`config.mk`:
```
export PLATFORM = sky130hd
export DESIGN_NAME = ezop_ctrl
export DESIGN_NICKNAME = d
export VERILOG_FILES = /design/src/hdl/ezop_pkg.sv /design/src/hdl/ezop_ctrl.sv
export SDC_FILE = /design/constraint.sdc
export NUM_CORES = 1
export LEC_CHECK = 0
export BUFFER_PORTS_ARGS = -buffer_cell sky130_fd_sc_hd__clkbuf_2
export CORE_AREA = 4 4 41 43
export CTS_BUF_LIST = sky130_fd_sc_hd__clkbuf_16
export CTS_CLUSTER_DIAMETER = 60
export DETAILED_ROUTE_END_ITERATION = 12
export DIE_AREA = 0 0 45 47
export PLACE_DENSITY_LB_ADDON = 0.1
export SLEW_MARGIN = 10
export SYNTH_ARGS = -nofsm -noshare
export SYNTH_HDL_FRONTEND = slang
export SYNTH_SLANG_ARGS = --single-unit
```
`constraint.sdc`:
```
create_clock -name clk -period 0.8 [get_ports clk]
set_input_delay 0.12 -clock clk [delete_from_list [all_inputs] [get_ports clk]]
set_output_delay 0.12 -clock clk [all_outputs]
set_load 0.02 [all_outputs]
```
`src/hdl/ezop_pkg.sv`:
```
// Package for the even/zero/odd partition block.
// Sizes, source codes and the controller/datapath command and status structs.
// No dependencies.
`default_nettype none

package ezop_pkg;

	// list storage
	localparam int DEPTH  = 64;
	localparam int DATA_W = 32;
	localparam int ADDR_W = (DEPTH > 1) ? $clog2(DEPTH) : 1;
	localparam int CNT_W  = $clog2(DEPTH + 1);
	localparam int SUM_W  = CNT_W + 2;

	// where a drained word comes from
	typedef enum logic [1:0] {
		SRC_EVEN,
		SRC_ZERO,
		SRC_ODD
	} src_t;

	// controller -> datapath
	typedef struct packed {
		logic load;    // input word accepted this cycle
		logic issue;   // start one drain read
		src_t src;     // group of the word issued
	} cmd_t;

	// datapath -> controller
	typedef struct packed {
		logic even_nz;    // evens left to drain
		logic zero_nz;    // zeros left to drain
		logic rem_one;    // the next issued word is the final one
		logic can_issue;  // room downstream for one more word
	} sts_t;

	// one word of the output queue
	typedef struct packed {
		logic [DATA_W-1:0] value;
		logic              last;
		logic              ovf;
	} out_word_t;

endpackage

`default_nettype wire

```
`src/hdl/ezop_ctrl.sv`:
```
// Controller: load/drain sequencing, input ready and drain read issue.
// Depends on ezop_pkg.
`default_nettype none

module ezop_ctrl
	import ezop_pkg::*;
(
	input  wire logic clk,
	input  wire logic arst_n,
	input  wire logic in_valid,
	input  wire logic in_last,
	output logic      in_ready,
	input  wire sts_t sts,
	output cmd_t      cmd
);

	typedef enum logic {
		ST_LOAD,
		ST_DRAIN
	} state_t;

	state_t state_q;
	logic   ready_q;
	logic   accept;

	assign accept   = in_valid && ready_q;
	assign in_ready = ready_q;

	// commands: evens first, then zeros, then odds
	always_comb begin
		cmd.load  = accept;
		cmd.issue = (state_q == ST_DRAIN) && sts.can_issue;
		if (sts.even_nz) begin
			cmd.src = SRC_EVEN;
		end else if (sts.zero_nz) begin
			cmd.src = SRC_ZERO;
		end else begin
			cmd.src = SRC_ODD;
		end
	end

	// state and registered ready
	always_ff @(posedge clk or negedge arst_n) begin
		if (!arst_n) begin
			state_q <= ST_LOAD;
			ready_q <= 1'b1;
		end else begin
			case (state_q)
				ST_LOAD: begin
					if (accept && in_last) begin
						state_q <= ST_DRAIN;
						ready_q <= 1'b0;
					end
				end
				ST_DRAIN: begin
					if (cmd.issue && sts.rem_one) begin
						state_q <= ST_LOAD;
						ready_q <= 1'b1;
					end
				end
				default: begin
					state_q <= ST_LOAD;
					ready_q <= 1'b1;
				end
			endcase
		end
	end

endmodule

`default_nettype wire

```
* Word-level counts from Yosys, hierarchy flattened *
Index checks and enable logic that the tools add are counted.

storage, ports and cells
  output and inout port bits = 5
  flip-flop bits (word level) = 2
  input port bits = 8

cells by class
  bitwise logic cells = 1
  equal/unequal tests = 2
  muxes and demuxes = 8
  reduce and logical (&&, ||, !) cells = 5

operators by type and width
  operator                                       count
  logical AND 1 bit                              4
  two-way mux 1 bit                              4
  two-way mux 2 bit                              2
  one-hot mux 1 bit (2 select lines)             2
  != test 2 x 1 -> 1 bit, second input constant  1
  != test 2 bit, second input constant           1
  AND reduction 2 bit                            1
  inverter 1 bit                                 1

* Logic depth before layout (Yosys ltp) *
  depth in word-level cells = 4
  gate-level depth with buffers = 2

* Least setup slack after synthesis *
OpenSTA, ideal clock, no wires.

  path type = reg2out
  from = register ready_q, in the netlist in_ready
  to = output port cmd[3] in the netlist's numbering
  buffers on the path = 1
  arrival = 0.869 ns
  stages on the path, launching flop included = 3
  setup slack = -0.189 ns
  cell sequence = dfstp_2 > and2_2 > buf_4

between the ends
  cells in the longest elaborated chain, start to end = 1

RTL lines
  item                      RTL line         text
  start: declaration        ezop_ctrl.sv:23  logic ready_q;
  start signal: assignment  ezop_ctrl.sv:46  ready_q <= 1'b1;
  start signal: assignment  ezop_ctrl.sv:52  ready_q <= 1'b0;
  start signal: assignment  ezop_ctrl.sv:58  ready_q <= 1'b1;
  logical AND 1 bit         ezop_ctrl.sv:26  assign accept = in_valid && ready_q;
  end: declaration          ezop_ctrl.sv:14  output cmd_t cmd

No other way between the ends.

==> out/results.tsv <==
metric	value	unit
mux contribution to synthesized area	0	%
library cells used by synthesis	12	
pin count of the biggest net entering global routing	4	
Antenna Cells	0	
clk_skew	0.001233	ns
Setup CP Type	flip-flop to output pin	
Syn-to-layout area delta	195.9	%
clock buffer count from CTS	3	
critical path arrival	1.00	ns
CTS tree	yes	
# H-tree levels	1	
Int Power	1066	uW
register bit total from synthesis	2	
GR Layer Usage met2	7.062	%
Critical Path RT	0.68	ns
initial antenna violation count	0	
vias in the first global route	173	
global routing usage on met1	4.100	%
WL final	437	microns
Clk pwr share	55.9	%
Synth Instances	13	
# DRC	0	
Layout Cells excl Fill	48	
placed wire-length estimate	309.1	microns
GRT Max-Usage Layer	met2	
Fin Hold WS	0.1783	ns
die width	45	microns
clock transition at the registers of the reported paths	0.03	ns
global-route wire length before repair	655	microns
Largest delay share family, worst path	flip-flops	
PortBufs	12	
Startpoint Class	flip-flop	
sequential fraction of design power	12.7	%
Worst-Skew Late Latency	0.22	ns
Min Clock Period, post-route	1.118	ns
Syn Nets	21	
Slew @ Worst Pin	0.1188	ns
Hold/Removal Path Class	primary input to flip-flop	
Synth Area in XOR/XNOR	0	%
synthesized area per cell	9.336	sq um
slowest CP cell	dfstp_2	
mapped cell area	121.4	sq um
crit end category	output pin	
status	finished with violations	
I/O pin cnt	13	
Worst VDD drop	1.740	mV
synth warn	0	
placed insts	41	
post-synthesis simple-gate area fraction	30.93	%
post-layout worst setup margin	-0.3182	ns
WL/cell	9.104	microns
Synth Area in Compound Gates	20.62	%
Global Route Usage Sum	5.138	%
post-place setup slack	-0.1361	ns
design area	359.1	sq um
vias	171	
RSZ-0062 raised after global routing	yes	
Final ANT Viol Nets	0	
# rows	13	
PwrDens	3834	nW/um^2
logic gate share of total power	31.4	%
Max Buffers Root-to-Sink	2	
main combinational cell family by area after synthesis	simple AND/OR/NAND/NOR gates	
DP Area	209.0	sq um
GPL Wtd Cong	0.5510	
Seq/Total Area, Yosys	42.27	%
Fmax	0.8943	GHz
vias per inst	3.563	
# setup viols final	5	
# clock sinks	2	
crit share post-route	139.8	%
GR Util met3	3.831	%
Pins Over Slew Limit	0	
Max stage delay on crit path	0.53	ns
Die Y-Extent	47	microns
Initial Util	9.327	%
max-cap viol count	0	
Synth Area in Adders	0	%
layout cell share with drive strength beyond 1	69.70	%
failing checks	setup timing	
fin nets	42	
first drt pass iteration count	2	
Switching Fraction	22.54	%
CTS Root Cell	clkbuf_16	
critical path cell sequence	and2_4 > buf_8	
leakage	0.0001852	uW
CP bufs+invs	1	
Max-slew headroom	92.12	%
final hold violations	0	
Crit Path Max Fanout	3	
grt total ovfl	0	
Net Switching	310.3	uW
core region area	1301	sq um
DRT iter0 DRCs	1	
die area	2115	sq um
path summary, 6_finish.rpt:
check                      slack (ns)  endpoint  cells past startpoint  startpoint
max reg2reg                     -0.23  in_ready                      4    in_ready
min reg2reg                      0.57   state_q                      2     state_q
max                             -0.32    cmd[3]                      2    in_ready
min in group asynchronous        0.21   state_q                      2      arst_n
min                              0.18   state_q                      3     in_last
max in group asynchronous        0.40  in_ready                      2      arst_n
power by group through the flow:
stage | registers, uW | clock network, uW | logic, uW
after CTS | 173 | 786 | 392
after global routing | 179 | 806 | 461
final | 175 | 770 | 432
after detailed placement | 176 | 0 | 262
after floorplan | 198 | 0 | 128
after global placement | 173 | 0 | 265
tightest hold or removal path: cells and delay by family:
kind	cells	cell delay, ns
buffers and inverters	1	0.08
AOI/OAI and AO/OA	1	0.07
and+or+nand+nor	1	0.09
cell type report:
type	instances	area, sq um
tap	15	18.77
clock inverter	1	3.754
multi-input combinational	10	77.57
clock buffer	3	75.07
fill	149	942.2
timing repair buffer	17	132.6
sequential	2	51.30
placed cells by master, fill, tap and decap left out:
cell	synthesis	final
and2_4	0	1
o2bb2ai_2	0	1
dfrtp_1	1	1
dlygate4sd3_1	0	1
inv_1	0	1
nand2b_4	0	1
nor2_1	1	1
a22o_1	1	1
dfstp_2	1	1
clkbuf_16	0	3
a21o_1	1	1
nor2b_1	1	1
buf_8	0	2
clkbuf_2	0	9
buf_4	1	3
buf_6	0	1
nand2_1	2	2
and2_1	1	1
clkbuf_8	0	1
timing repair:
action	4_1_cts	5_1_grt
resized for setup	8	4
hold buffers	1	0
pin swaps	3	2
setup endpoints to repair	5	5
hold endpoints to repair	2	0
setup buffers	2	1
sequential cells by signal, indices dropped and copies added (netlist names):
| signal | cells |
|---|---|
| state_q | 1 |
| in_ready | 1 |
metrics by stage:
stage          TNS (ns)  utilization [%]  total power (uW)
6_report         -1.213            27.60              1377
5_1_grt          -1.323            27.60              1446
4_1_cts          -1.273            26.83              1351
3_5_place_dp    -0.3956            16.06             438.2
3_3_place_gp    -0.3383            16.06             438.2
2_1_floorplan   -0.2695                -             325.4
metal layers:
metal,wire [microns],vias to the layer above
met4,21,0
li1,-,83
met1,138,72
met3,77,3
met2,199,13
met5,0,-
synthesized netlist by cell type:
cell       number  area (sq um)
a22o_1          1         8.760
dfstp_2         1         26.28
buf_4           1         7.510
and2_2          1         7.510
nand2b_1        1         6.260
o2bb2ai_1       1         8.760
nand2_1         2         7.510
and2_1          1         6.260
nor2b_1         1         6.260
dfrtp_1         1         25.02
nor2_1          1         3.750
a21o_1          1         7.510
cell families after synthesis:
family                 Yosys count
buffers and inverters            1
AND/OR/NAND/NOR                  7
flip-flops                       2
AO/OA/AOI/OAI                    3
(Power assumes the default switching activity.)
