File: config.mk
export PLATFORM = sky130hd
export DESIGN_NAME = ezop_datapath
export DESIGN_NICKNAME = d
export VERILOG_FILES = /design/src/hdl/ezop_pkg.sv /design/src/hdl/ezop_ram.sv /design/src/hdl/ezop_datapath.sv
export SDC_FILE = /design/constraint.sdc
export NUM_CORES = 2
export LEC_CHECK = 0
export BUFFER_PORTS_ARGS = -buffer_cell sky130_fd_sc_hd__buf_2
export CAP_MARGIN = 20
export CORE_ASPECT_RATIO = 0.8
export CORE_MARGIN = 4
export CORE_UTILIZATION = 38
export DETAILED_ROUTE_END_ITERATION = 10
export SETUP_SLACK_MARGIN = 0.1
export SYNTH_ARGS = -nofsm -noshare
export SYNTH_HDL_FRONTEND = slang
export SYNTH_HIERARCHICAL = 1
export SYNTH_MEMORY_MAX_BITS = 65536
export SYNTH_SLANG_ARGS = --single-unit
File: constraint.sdc
create_clock -name clk -period 5.94 [get_ports clk]
set_input_delay 0.297 -clock clk [delete_from_list [all_inputs] [get_ports clk]]
set_output_delay 0.297 -clock clk [all_outputs]
set_load 0.05 [all_outputs]
File: src/hdl/ezop_pkg.sv
// Package for the even/zero/odd partition block.
// Sizes, source codes and the controller/datapath command and status structs.
// No dependencies.
`default_nettype none

package ezop_pkg;

	// list storage
	localparam int DEPTH  = 64;
	localparam int DATA_W = 32;
	localparam int ADDR_W = (DEPTH > 1) ? $clog2(DEPTH) : 1;
	localparam int CNT_W  = $clog2(DEPTH + 1);
	localparam int SUM_W  = CNT_W + 2;

	// where a drained word comes from
	typedef enum logic [1:0] {
		SRC_EVEN,
		SRC_ZERO,
		SRC_ODD
	} src_t;

	// controller -> datapath
	typedef struct packed {
		logic load;    // input word accepted this cycle
		logic issue;   // start one drain read
		src_t src;     // group of the word issued
	} cmd_t;

	// datapath -> controller
	typedef struct packed {
		logic even_nz;    // evens left to drain
		logic zero_nz;    // zeros left to drain
		logic rem_one;    // the next issued word is the final one
		logic can_issue;  // room downstream for one more word
	} sts_t;

	// one word of the output queue
	typedef struct packed {
		logic [DATA_W-1:0] value;
		logic              last;
		logic              ovf;
	} out_word_t;

endpackage

`default_nettype wire

File: src/hdl/ezop_ram.sv
// Generic simple dual-port RAM: one write port, one read port, registered read.
// No dependencies.
`default_nettype none

module ezop_ram #(
	parameter int WIDTH = 32,
	parameter int DEPTH = 64
) (
	input  wire logic                                   clk,
	input  wire logic                                   we,
	input  wire logic [((DEPTH > 1) ? $clog2(DEPTH) : 1)-1:0] waddr,
	input  wire logic [WIDTH-1:0]                       wdata,
	input  wire logic                                   re,
	input  wire logic [((DEPTH > 1) ? $clog2(DEPTH) : 1)-1:0] raddr,
	output logic      [WIDTH-1:0]                       rdata
);

	logic [WIDTH-1:0] mem_q [DEPTH];

	always_ff @(posedge clk) begin
		if (we) begin
			mem_q[waddr] <= wdata;
		end
		if (re) begin
			rdata <= mem_q[raddr];
		end
	end

endmodule

`default_nettype wire

File: src/hdl/ezop_datapath.sv
// Datapath: group counters, even stack and odd queue RAMs, read stage and
// a two-word output queue. Depends on ezop_pkg and ezop_ram.
`default_nettype none

module ezop_datapath
	import ezop_pkg::*;
(
	input  wire logic              clk,
	input  wire logic              arst_n,
	input  wire cmd_t              cmd,
	output sts_t                   sts,
	input  wire logic [DATA_W-1:0] in_value,
	output logic                   out_valid,
	input  wire logic              out_ready,
	output logic      [DATA_W-1:0] out_value,
	output logic                   out_last,
	output logic                   out_ovf
);

	logic [CNT_W-1:0]  even_cnt_q, zero_cnt_q, odd_cnt_q, odd_idx_q;
	logic              ovf_q;
	logic [SUM_W-1:0]  total, rem;
	logic              full, in_zero, in_odd;
	logic              even_we, odd_we;
	logic [ADDR_W-1:0] even_raddr;
	logic [DATA_W-1:0] even_rdata, odd_rdata;
	logic              final_issue;

	logic              v_s1, last_s1, ovf_s1;
	src_t              src_s1;
	out_word_t         push_word;

	out_word_t         fifo_q [2];
	logic              wr_ptr_q, rd_ptr_q;
	logic [1:0]        fifo_cnt_q;
	logic              push, pop;
	logic [2:0]        fill;

	// classify the incoming word
	assign total   = SUM_W'(even_cnt_q) + SUM_W'(zero_cnt_q) + SUM_W'(odd_cnt_q);
	assign full    = (total >= SUM_W'(DEPTH));
	assign in_zero = (in_value == '0);
	assign in_odd  = in_value[0];
	assign even_we = cmd.load && !full && !in_zero && !in_odd;
	assign odd_we  = cmd.load && !full && in_odd;

	// words still to drain
	assign rem         = total - SUM_W'(odd_idx_q);
	assign final_issue = cmd.issue && (rem == SUM_W'(1));
	assign even_raddr  = ADDR_W'(even_cnt_q - CNT_W'(1));

	// stores
	ezop_ram #(.WIDTH(DATA_W), .DEPTH(DEPTH)) u_even_stack (
		.clk   (clk),
		.we    (even_we),
		.waddr (even_cnt_q[ADDR_W-1:0]),
		.wdata (in_value),
		.re    (cmd.issue && cmd.src == SRC_EVEN),
		.raddr (even_raddr),
		.rdata (even_rdata)
	);

	ezop_ram #(.WIDTH(DATA_W), .DEPTH(DEPTH)) u_odd_queue (
		.clk   (clk),
		.we    (odd_we),
		.waddr (odd_cnt_q[ADDR_W-1:0]),
		.wdata (in_value),
		.re    (cmd.issue && cmd.src == SRC_ODD),
		.raddr (odd_idx_q[ADDR_W-1:0]),
		.rdata (odd_rdata)
	);

	// counters and overflow flag
	always_ff @(posedge clk or negedge arst_n) begin
		if (!arst_n) begin
			even_cnt_q <= '0;
			zero_cnt_q <= '0;
			odd_cnt_q  <= '0;
			odd_idx_q  <= '0;
			ovf_q      <= 1'b0;
		end else if (final_issue) begin
			even_cnt_q <= '0;
			zero_cnt_q <= '0;
			odd_cnt_q  <= '0;
			odd_idx_q  <= '0;
			ovf_q      <= 1'b0;
		end else if (cmd.load) begin
			if (full) begin
				ovf_q <= 1'b1;
			end else if (in_zero) begin
				zero_cnt_q <= zero_cnt_q + CNT_W'(1);
			end else if (in_odd) begin
				odd_cnt_q <= odd_cnt_q + CNT_W'(1);
			end else begin
				even_cnt_q <= even_cnt_q + CNT_W'(1);
			end
		end else if (cmd.issue) begin
			case (cmd.src)
				SRC_EVEN: even_cnt_q <= even_cnt_q - CNT_W'(1);
				SRC_ZERO: zero_cnt_q <= zero_cnt_q - CNT_W'(1);
				SRC_ODD:  odd_idx_q  <= odd_idx_q + CNT_W'(1);
				default:  odd_idx_q  <= odd_idx_q;
			endcase
		end
	end

	// read stage: tags travel alongside the RAM read
	always_ff @(posedge clk or negedge arst_n) begin
		if (!arst_n) begin
			v_s1 <= 1'b0;
		end else begin
			v_s1 <= cmd.issue;
		end
	end

	always_ff @(posedge clk) begin
		if (cmd.issue) begin
			src_s1  <= cmd.src;
			last_s1 <= final_issue;
			ovf_s1  <= ovf_q;
		end
	end

	always_comb begin
		case (src_s1)
			SRC_EVEN: push_word.value = even_rdata;
			SRC_ODD:  push_word.value = odd_rdata;
			default:  push_word.value = '0;
		endcase
		push_word.last = last_s1;
		push_word.ovf  = ovf_s1;
	end

	// output queue, two words
	assign push = v_s1;
	assign pop  = out_valid && out_ready;
	assign fill = 3'(fifo_cnt_q) + 3'(v_s1);

	always_ff @(posedge clk or negedge arst_n) begin
		if (!arst_n) begin
			wr_ptr_q   <= 1'b0;
			rd_ptr_q   <= 1'b0;
			fifo_cnt_q <= '0;
		end else begin
			if (push) begin
				wr_ptr_q <= !wr_ptr_q;
			end
			if (pop) begin
				rd_ptr_q <= !rd_ptr_q;
			end
			fifo_cnt_q <= fifo_cnt_q + 2'(push) - 2'(pop);
		end
	end

	always_ff @(posedge clk) begin
		if (push) begin
			fifo_q[wr_ptr_q] <= push_word;
		end
	end

	assign out_valid = (fifo_cnt_q != '0);
	assign out_value = fifo_q[rd_ptr_q].value;
	assign out_last  = fifo_q[rd_ptr_q].last;
	assign out_ovf   = fifo_q[rd_ptr_q].ovf;

	// status to the controller
	assign sts.even_nz   = (even_cnt_q != '0);
	assign sts.zero_nz   = (zero_cnt_q != '0);
	assign sts.rem_one   = (rem == SUM_W'(1));
	assign sts.can_issue = (fill <= 3'(1) + 3'(pop));

`ifndef SYNTHESIS
	// queue never takes a word it has no room for
	a_no_fifo_overrun: assert property (@(posedge clk) disable iff (!arst_n)
		push && !pop |-> fifo_cnt_q < 2'd2)
		else $error("output queue overrun");

	// stored words never exceed the store depth
	a_total_bounded: assert property (@(posedge clk) disable iff (!arst_n)
		total <= SUM_W'(DEPTH))
		else $error("stored word count above depth");

	// an even read always targets a written entry
	a_even_read_valid: assert property (@(posedge clk) disable iff (!arst_n)
		cmd.issue && cmd.src == SRC_EVEN |-> even_cnt_q != '0)
		else $error("even read with empty stack");

	// the final word of a list leaves all counters cleared
	a_clear_after_final: assert property (@(posedge clk) disable iff (!arst_n)
		final_issue |=> even_cnt_q == '0 && zero_cnt_q == '0 && odd_cnt_q == '0 && !ovf_q)
		else $error("counters not cleared after final word");
`endif

endmodule

`default_nettype wire

# Word-level counts from Yosys, hierarchy flattened
# Memories as Yosys holds them, arrays and structs flattened. A register that Yosys moved wholly into a read port is not among the register bits.
# Index checks and enable logic that the tools add are counted.
# Widths: inputs -> output; s select.
# word_totals
output_inout_bits,39
mem_count,3
mem_bits_rw,4164
elab_cells,105
reg_bits,38
in_bits,39
# op_classes
mux,32
n_reduce_logical,32
addsub,13
eq_ne,11
order_cmp,2
# mem_list
name,words,word_bits,rd,rd_ports_with_merged_regs,wr,line_no,text
u_even_stack.mem_q,64,32,1,1,1,ezop_ram.sv:18,logic [WIDTH-1:0] mem_q [DEPTH];
u_odd_queue.mem_q,64,32,1,1,1,ezop_ram.sv:18,
fifo_q,2,34,1,0,1,ezop_datapath.sv:33,out_word_t fifo_q [2];
# op_table
cell,count
$mux 7,22
$pmux 32 s2,1
$logic_not 32->1,1
$add 7x1->7 const B,4
$reduce_bool 7->1,2
$sub 7x1->7 const B,2
$reduce_bool 2->1,6
$add 8x7->9,1
$eq 9x1->1 const B,1
$ge 9x7->1 const B,1
$mux 1,9
$ne 3x2->1 const B,3
$reduce_bool 3->1,3
$sub 9x7->9,1
$add 7x7->8,1
$logic_and 1x1->1,8
$reduce_and 4->1,2
$ne 2x1->1 const B,3
$logic_not 1->1,5
$reduce_and 5->1,1
$eq 2x2->1 const B,2
$logic_not 2->1,2
$add 2x1->3,1
$le 3x2->1,1
other kinds (7),7

# Depth between registers and ports, before layout
# depth
depth_word,9
ltp_mapped,16
ltp_nobuf,15

# Hierarchy
# Netlist, hierarchy kept.
# by_module_without_submodules
mod,instances,seq_area_each_um2,cells_per_inst,area_per_inst_um2
ezop_ram,2,62459.9,3324,78835.6
ezop_datapath,1,3012.9,521,6144.6

# Worst setup path after synthesis
# Ideal clock, no wire load.
# synth_timing
path_kind,register to register
from,register even_cnt_q[1]
to,"memory u_odd_queue.mem_q[48][0], enable pin"
path_buffers,0
arrival_time_ps,5360
stages_incl_launch_ff,13
path_slack_ps,119
required_ps,5479
period_less_slack_ps,5821
path_cell_list,dfrtp_1 inv_1 fa_1 inv_1 ha_1 fa_1 a211oi_1 or3_1 nand3_4 nor3b_4 nor2b_1 nand4b_1 nor3_1
# synth_via
elab_chain_cells,8
# synth_rtl
element,line_no,text
from (decl),ezop_datapath.sv:20,"logic [CNT_W-1:0] even_cnt_q, zero_cnt_q, odd_cnt_q, odd_idx_q;"
from (signal assigned),ezop_datapath.sv:95,even_cnt_q <= even_cnt_q + CNT_W'(1);
from (signal assigned),ezop_datapath.sv:99,SRC_EVEN: even_cnt_q <= even_cnt_q - CNT_W'(1);
$add 7x7->8,ezop_datapath.sv:40,assign total = SUM_W'(even_cnt_q) + SUM_W'(zero_cnt_q) + SUM_W'(odd_cnt_q);
$add 8x7->9,ezop_datapath.sv:40,
$ge 9x7->1,ezop_datapath.sv:41,assign full = (total >= SUM_W'(DEPTH));
$logic_not 1->1,ezop_datapath.sv:45,assign odd_we = cmd.load && !full && in_odd;
$logic_and 1x1->1 (2 in series),ezop_datapath.sv:45,
net odd_we,ezop_datapath.sv:24,"logic even_we, odd_we;"
$mux 1,ezop_ram.sv:21,if (we) begin
$mux 1 (not written as such),ezop_ram.sv:22,mem_q[waddr] <= wdata;
to (decl),ezop_ram.sv:18,
# The timed path passes the listed nets, and every way through them passes these cells.

==> results.ini <==
[timing]
achievable-frequency_ghz = 0.1843
hold-worst-slack_ns = 0.04154
finalCriticalPeriod_ns = 5.426
maxSlewHeadroom_pct = 20.94
final_hold_violation_count = 0
setup_tns_ns = 0
final_critical_path_setup_slack_ns = 0.5137
finalMaxSlewViolations = 0
finalCritPeriodShare_pct = 91.35
setup_violations = 0
rsz_0062_raised_after_global_routing = no
timing_worst_slew_pin_value_ns = 1.186
final.setup_skew_ns = 0.03763

[logic_synthesis]
synth_top_flop_cell = edfxtp_1
post_synth_inst_count = 7169
syn_avg_cell_area_um2 = 22.85
ys_async_sr_fraction_pct = 0.7970
syn-cell-area_mm2 = 0.1638
synth.ff_latch_count = 4266
netlist_top_cells_area = edfxtp_1 78%, mux4_2 15%, mux2i_1 1.4%, nor2_1 0.82%, o22ai_1 0.64%
synth.yosys.warnings = 6
sequential_element_share_of_the_synthesized_area_pct = 78.10
library_cell_with_the_largest_summed_area_after_synthesis = edfxtp_1
synth-edff-count = 4232
netlist.area_leader.share_pct = 77.58
mappedNetlistNets = 7247
synthDistinctLibCells = 71

[clock_tree]
max-clock-path-buffers = 4
cts-buffers-inserted = 387
post_cts.resized_instances = 0
clkLatencyLatePin_ns = 0.93
tritoncts_clock_tree = built
worst_setup_hold_path_clk_slew_ns = 0.07
htree_levels = 5
clock-root-buffer = clkbuf_16
clock_sinks = 4266
cts.repair_timing.setup_buffer_count = 0

[placed_design]
post-place-ws_ns = 0.6922
placer_congestion_estimate = 0.8532
dp_hpwl_um = 260900
port_buffers = 77

[cells_and_area]
layout.core_utilization_pct = 43.46
num-fill-cells = 35980
area_occupied_by_multi_input_gates_mm2 = 0.03498
layout_overhead_on_the_synthesized_area_pct = 13.83
area.sequential_mm2 = 0.1279
drive_gt1_share_pct = 28.20
finish.net_count = 7699

[detailed_routing]
met2RoutedLength_um = 200100
drtAntennaViolNets = 0
drt_drc_violations_left = 0
route.detailed.vias_per_inst = 5.817
detail_route.wirelength_um = 439800
detailroute.via_count = 79580
detail_route.first_pass.iterations = 8
length_of_routed_wiring_on_met1_um = 183200
route.met3.wl_um = 43430
post_drt_wl_per_cell_um = 32.15
highest-signal-layer = met5
detail_route.iter0.violations = 11240

[worst_hold_path]
hold_path.class = input pin to async pin

[setup_path]
critical_path_required_ns = 5.64
timing.reg2reg.worst_path_depth = 10
worstSetupEndpoint = sts[1]
worst_setup_path_startpoint = even_cnt_q[3]
worstPathArrival_ns = 5.13
crit_path_max_fanout = 15
r2r-start = even_cnt_q[3]
setup.worst_path.start_class = flip-flop
worstSetupPathType = flip-flop to primary output
reg_to_reg_end = u_odd_queue/mem_q[11][2]
setup.reg_to_reg.worst_slack_ns = 0.77
critical_path.endpoint_type = primary output

[floorplanning]
coreArea_mm2 = 0.4291
start_util_pct = 38.18
placement_rows = 215
die_area_mm2 = 0.4417
chipHeight_um = 595.3
num_io_pins = 78
die_w_um = 742.1

[status]
status = complete, no violations

[power]
pwr_density_cell_mw_per_mm2 = 489.1
worst_ir_drop_vdd_mv = 0.5860
power.leakage_uw = 0.05731
design_power_uw = 91200

[global_route]
antenna_found_initial = 39
number_of_global_route_vias_before_repair = 77620
gr-total-overflow = 0
grt_pass1_wl_um = 613500
grt_max_degree = 120
grtUsageTotal_pct = 19.50

[job]
cap_violations = 0

worst max-delay path: stages, from the launching register on:
cell      delay (ns)
dfrtp_1         0.90
fa_1            0.53
ha_1            0.27
a211oi_1        0.50
o21bai_1        0.14
a21oi_1         0.21
xnor2_1         0.11
ha_1            0.38
o2111a_1        0.25
a31o_2          0.16
nand4_1         0.17
a21oi_1         0.26
buf_2           0.31
power by group:
group / total (µW) / switching [µW] / internal (µW)
Clock: 24500 / 10800 / 13700
Combinational: 32100 / 19500 / 12500
Sequential: 34700 / 591 / 34100
cells by family (layout without fill, tap and decap cells):
| family | after synthesis | after routing | synth area share, % |
|---|---|---|---|
| DFF | 4266 | 4266 | 78.10 |
| adders and majority gates | 39 | 39 | 0.3483 |
| xor gates and xnor gates | 35 | 35 | 0.1871 |
| other | 0 | 14 | 0 |
| and+or+nand+nor | 609 | 609 | 1.715 |
| AOI/OAI and AO/OA | 466 | 466 | 1.893 |
| buffers and inverters | 406 | 1153 | 1.187 |
| muxes | 1348 | 1348 | 16.57 |
stage by stage:
stage / cells / area [µm²]
after detailed placement: 12960 / 174000
after floorplan: 7169 / 163800
after global placement: 12950 / 174000
final: 13680 / 186500
after CTS: 13660 / 186300
after global routing: 13670 / 186400
cells in the mapped netlist (3+ instances only):
master	count
and2_1	5
xnor2_1	19
nor2b_1	32
nor3_1	24
mux2i_1	225
nor2_1	359
clkbuf_1	156
a22oi_1	24
and3_1	9
o21a_1	3
nand2b_1	18
a311oi_1	16
a211oi_2	5
a21o_1	5
nand3b_1	12
or2_2	3
dfrtp_1	34
or3b_1	4
edfxtp_1	4232
xor2_1	16
o21ai_0	10
nand4_1	12
mux4_2	1088
a41o_1	8
nor4_1	10
o21bai_1	4
nand3_1	17
a211oi_1	3
mux2_2	35
buf_2	114
or3_1	8
o22ai_1	168
buf_4	52
o221ai_1	54
fa_1	11
buf_6	11
inv_1	26
a21oi_1	137
nand2_1	69
buf_1	47
o32ai_1	10
ha_1	28
or3b_2	6
worst min-delay path by stage:
stage | cells after the start | from | to
finish | 2 | arst_n | zero_cnt_q[5]
detailed placement | 0 | last_s1 | fifo_q[0][1]
global placement | 0 | ovf_s1 | fifo_q[0][0]
CTS | 2 | arst_n | zero_cnt_q[5]
floorplan | 0 | arst_n | even_cnt_q[0]
global route | 1 | in_value[21] | u_even_stack/mem_q[51][21]
registers in the layout, indices dropped and copies added (netlist names), 7 cells and up:
name / flops
odd_idx_q: 7
u_odd_queue/rdata: 32
even_cnt_q: 7
odd_cnt_q: 7
zero_cnt_q: 7
u_odd_queue/mem_q: 2048
u_even_stack/mem_q: 2048
u_even_stack/rdata: 32
fifo_q: 68
cell usage in the layout (no fill, tap or decap), types with 17 or more instances in the layout:
cell | synthesis | routed
a21oi_1 | 137 | 137
a22oi_1 | 24 | 24
buf_12 | 0 | 61
buf_2 | 114 | 45
buf_4 | 52 | 312
bufinv_16 | 0 | 34
clkbuf_1 | 156 | 71
clkbuf_16 | 0 | 397
clkinv_1 | 0 | 98
clkinv_2 | 0 | 59
dfrtp_1 | 34 | 30
dlygate4sd3_1 | 0 | 21
edfxtp_1 | 4232 | 4232
ha_1 | 28 | 28
inv_1 | 26 | 24
mux2_2 | 35 | 35
mux2i_1 | 225 | 225
mux4_2 | 1088 | 1088
nand2_1 | 69 | 69
nand3_1 | 17 | 17
nor2_1 | 359 | 234
nor2_4 | 0 | 125
nor2b_1 | 32 | 32
nor3_1 | 24 | 19
o221ai_1 | 54 | 54
o22ai_1 | 168 | 168
xnor2_1 | 19 | 18
layout make-up:
type	count	area share, %
antenna	14	0.01879
multi-input combinational	2497	18.76
sequential	4266	68.61
clock inverter	216	1.026
clock buffer	468	5.470
timing repair buffer	443	2.193
inverter	26	0.06039
tap	5750	3.858
routing by layer:
metal	GRT usage (%)	up-vias
met5	0	-
li1	-	31400
met4	5.212	4
met2	29.44	4228
met3	3.753	581
met1	29.12	43360
what timing repair did:
action                     in CTS  in global routing
hold endpoints to repair      485                  0
hold buffers                   21                  0
setup endpoints to repair       0                  0
Power figures use the tool's default switching activity.
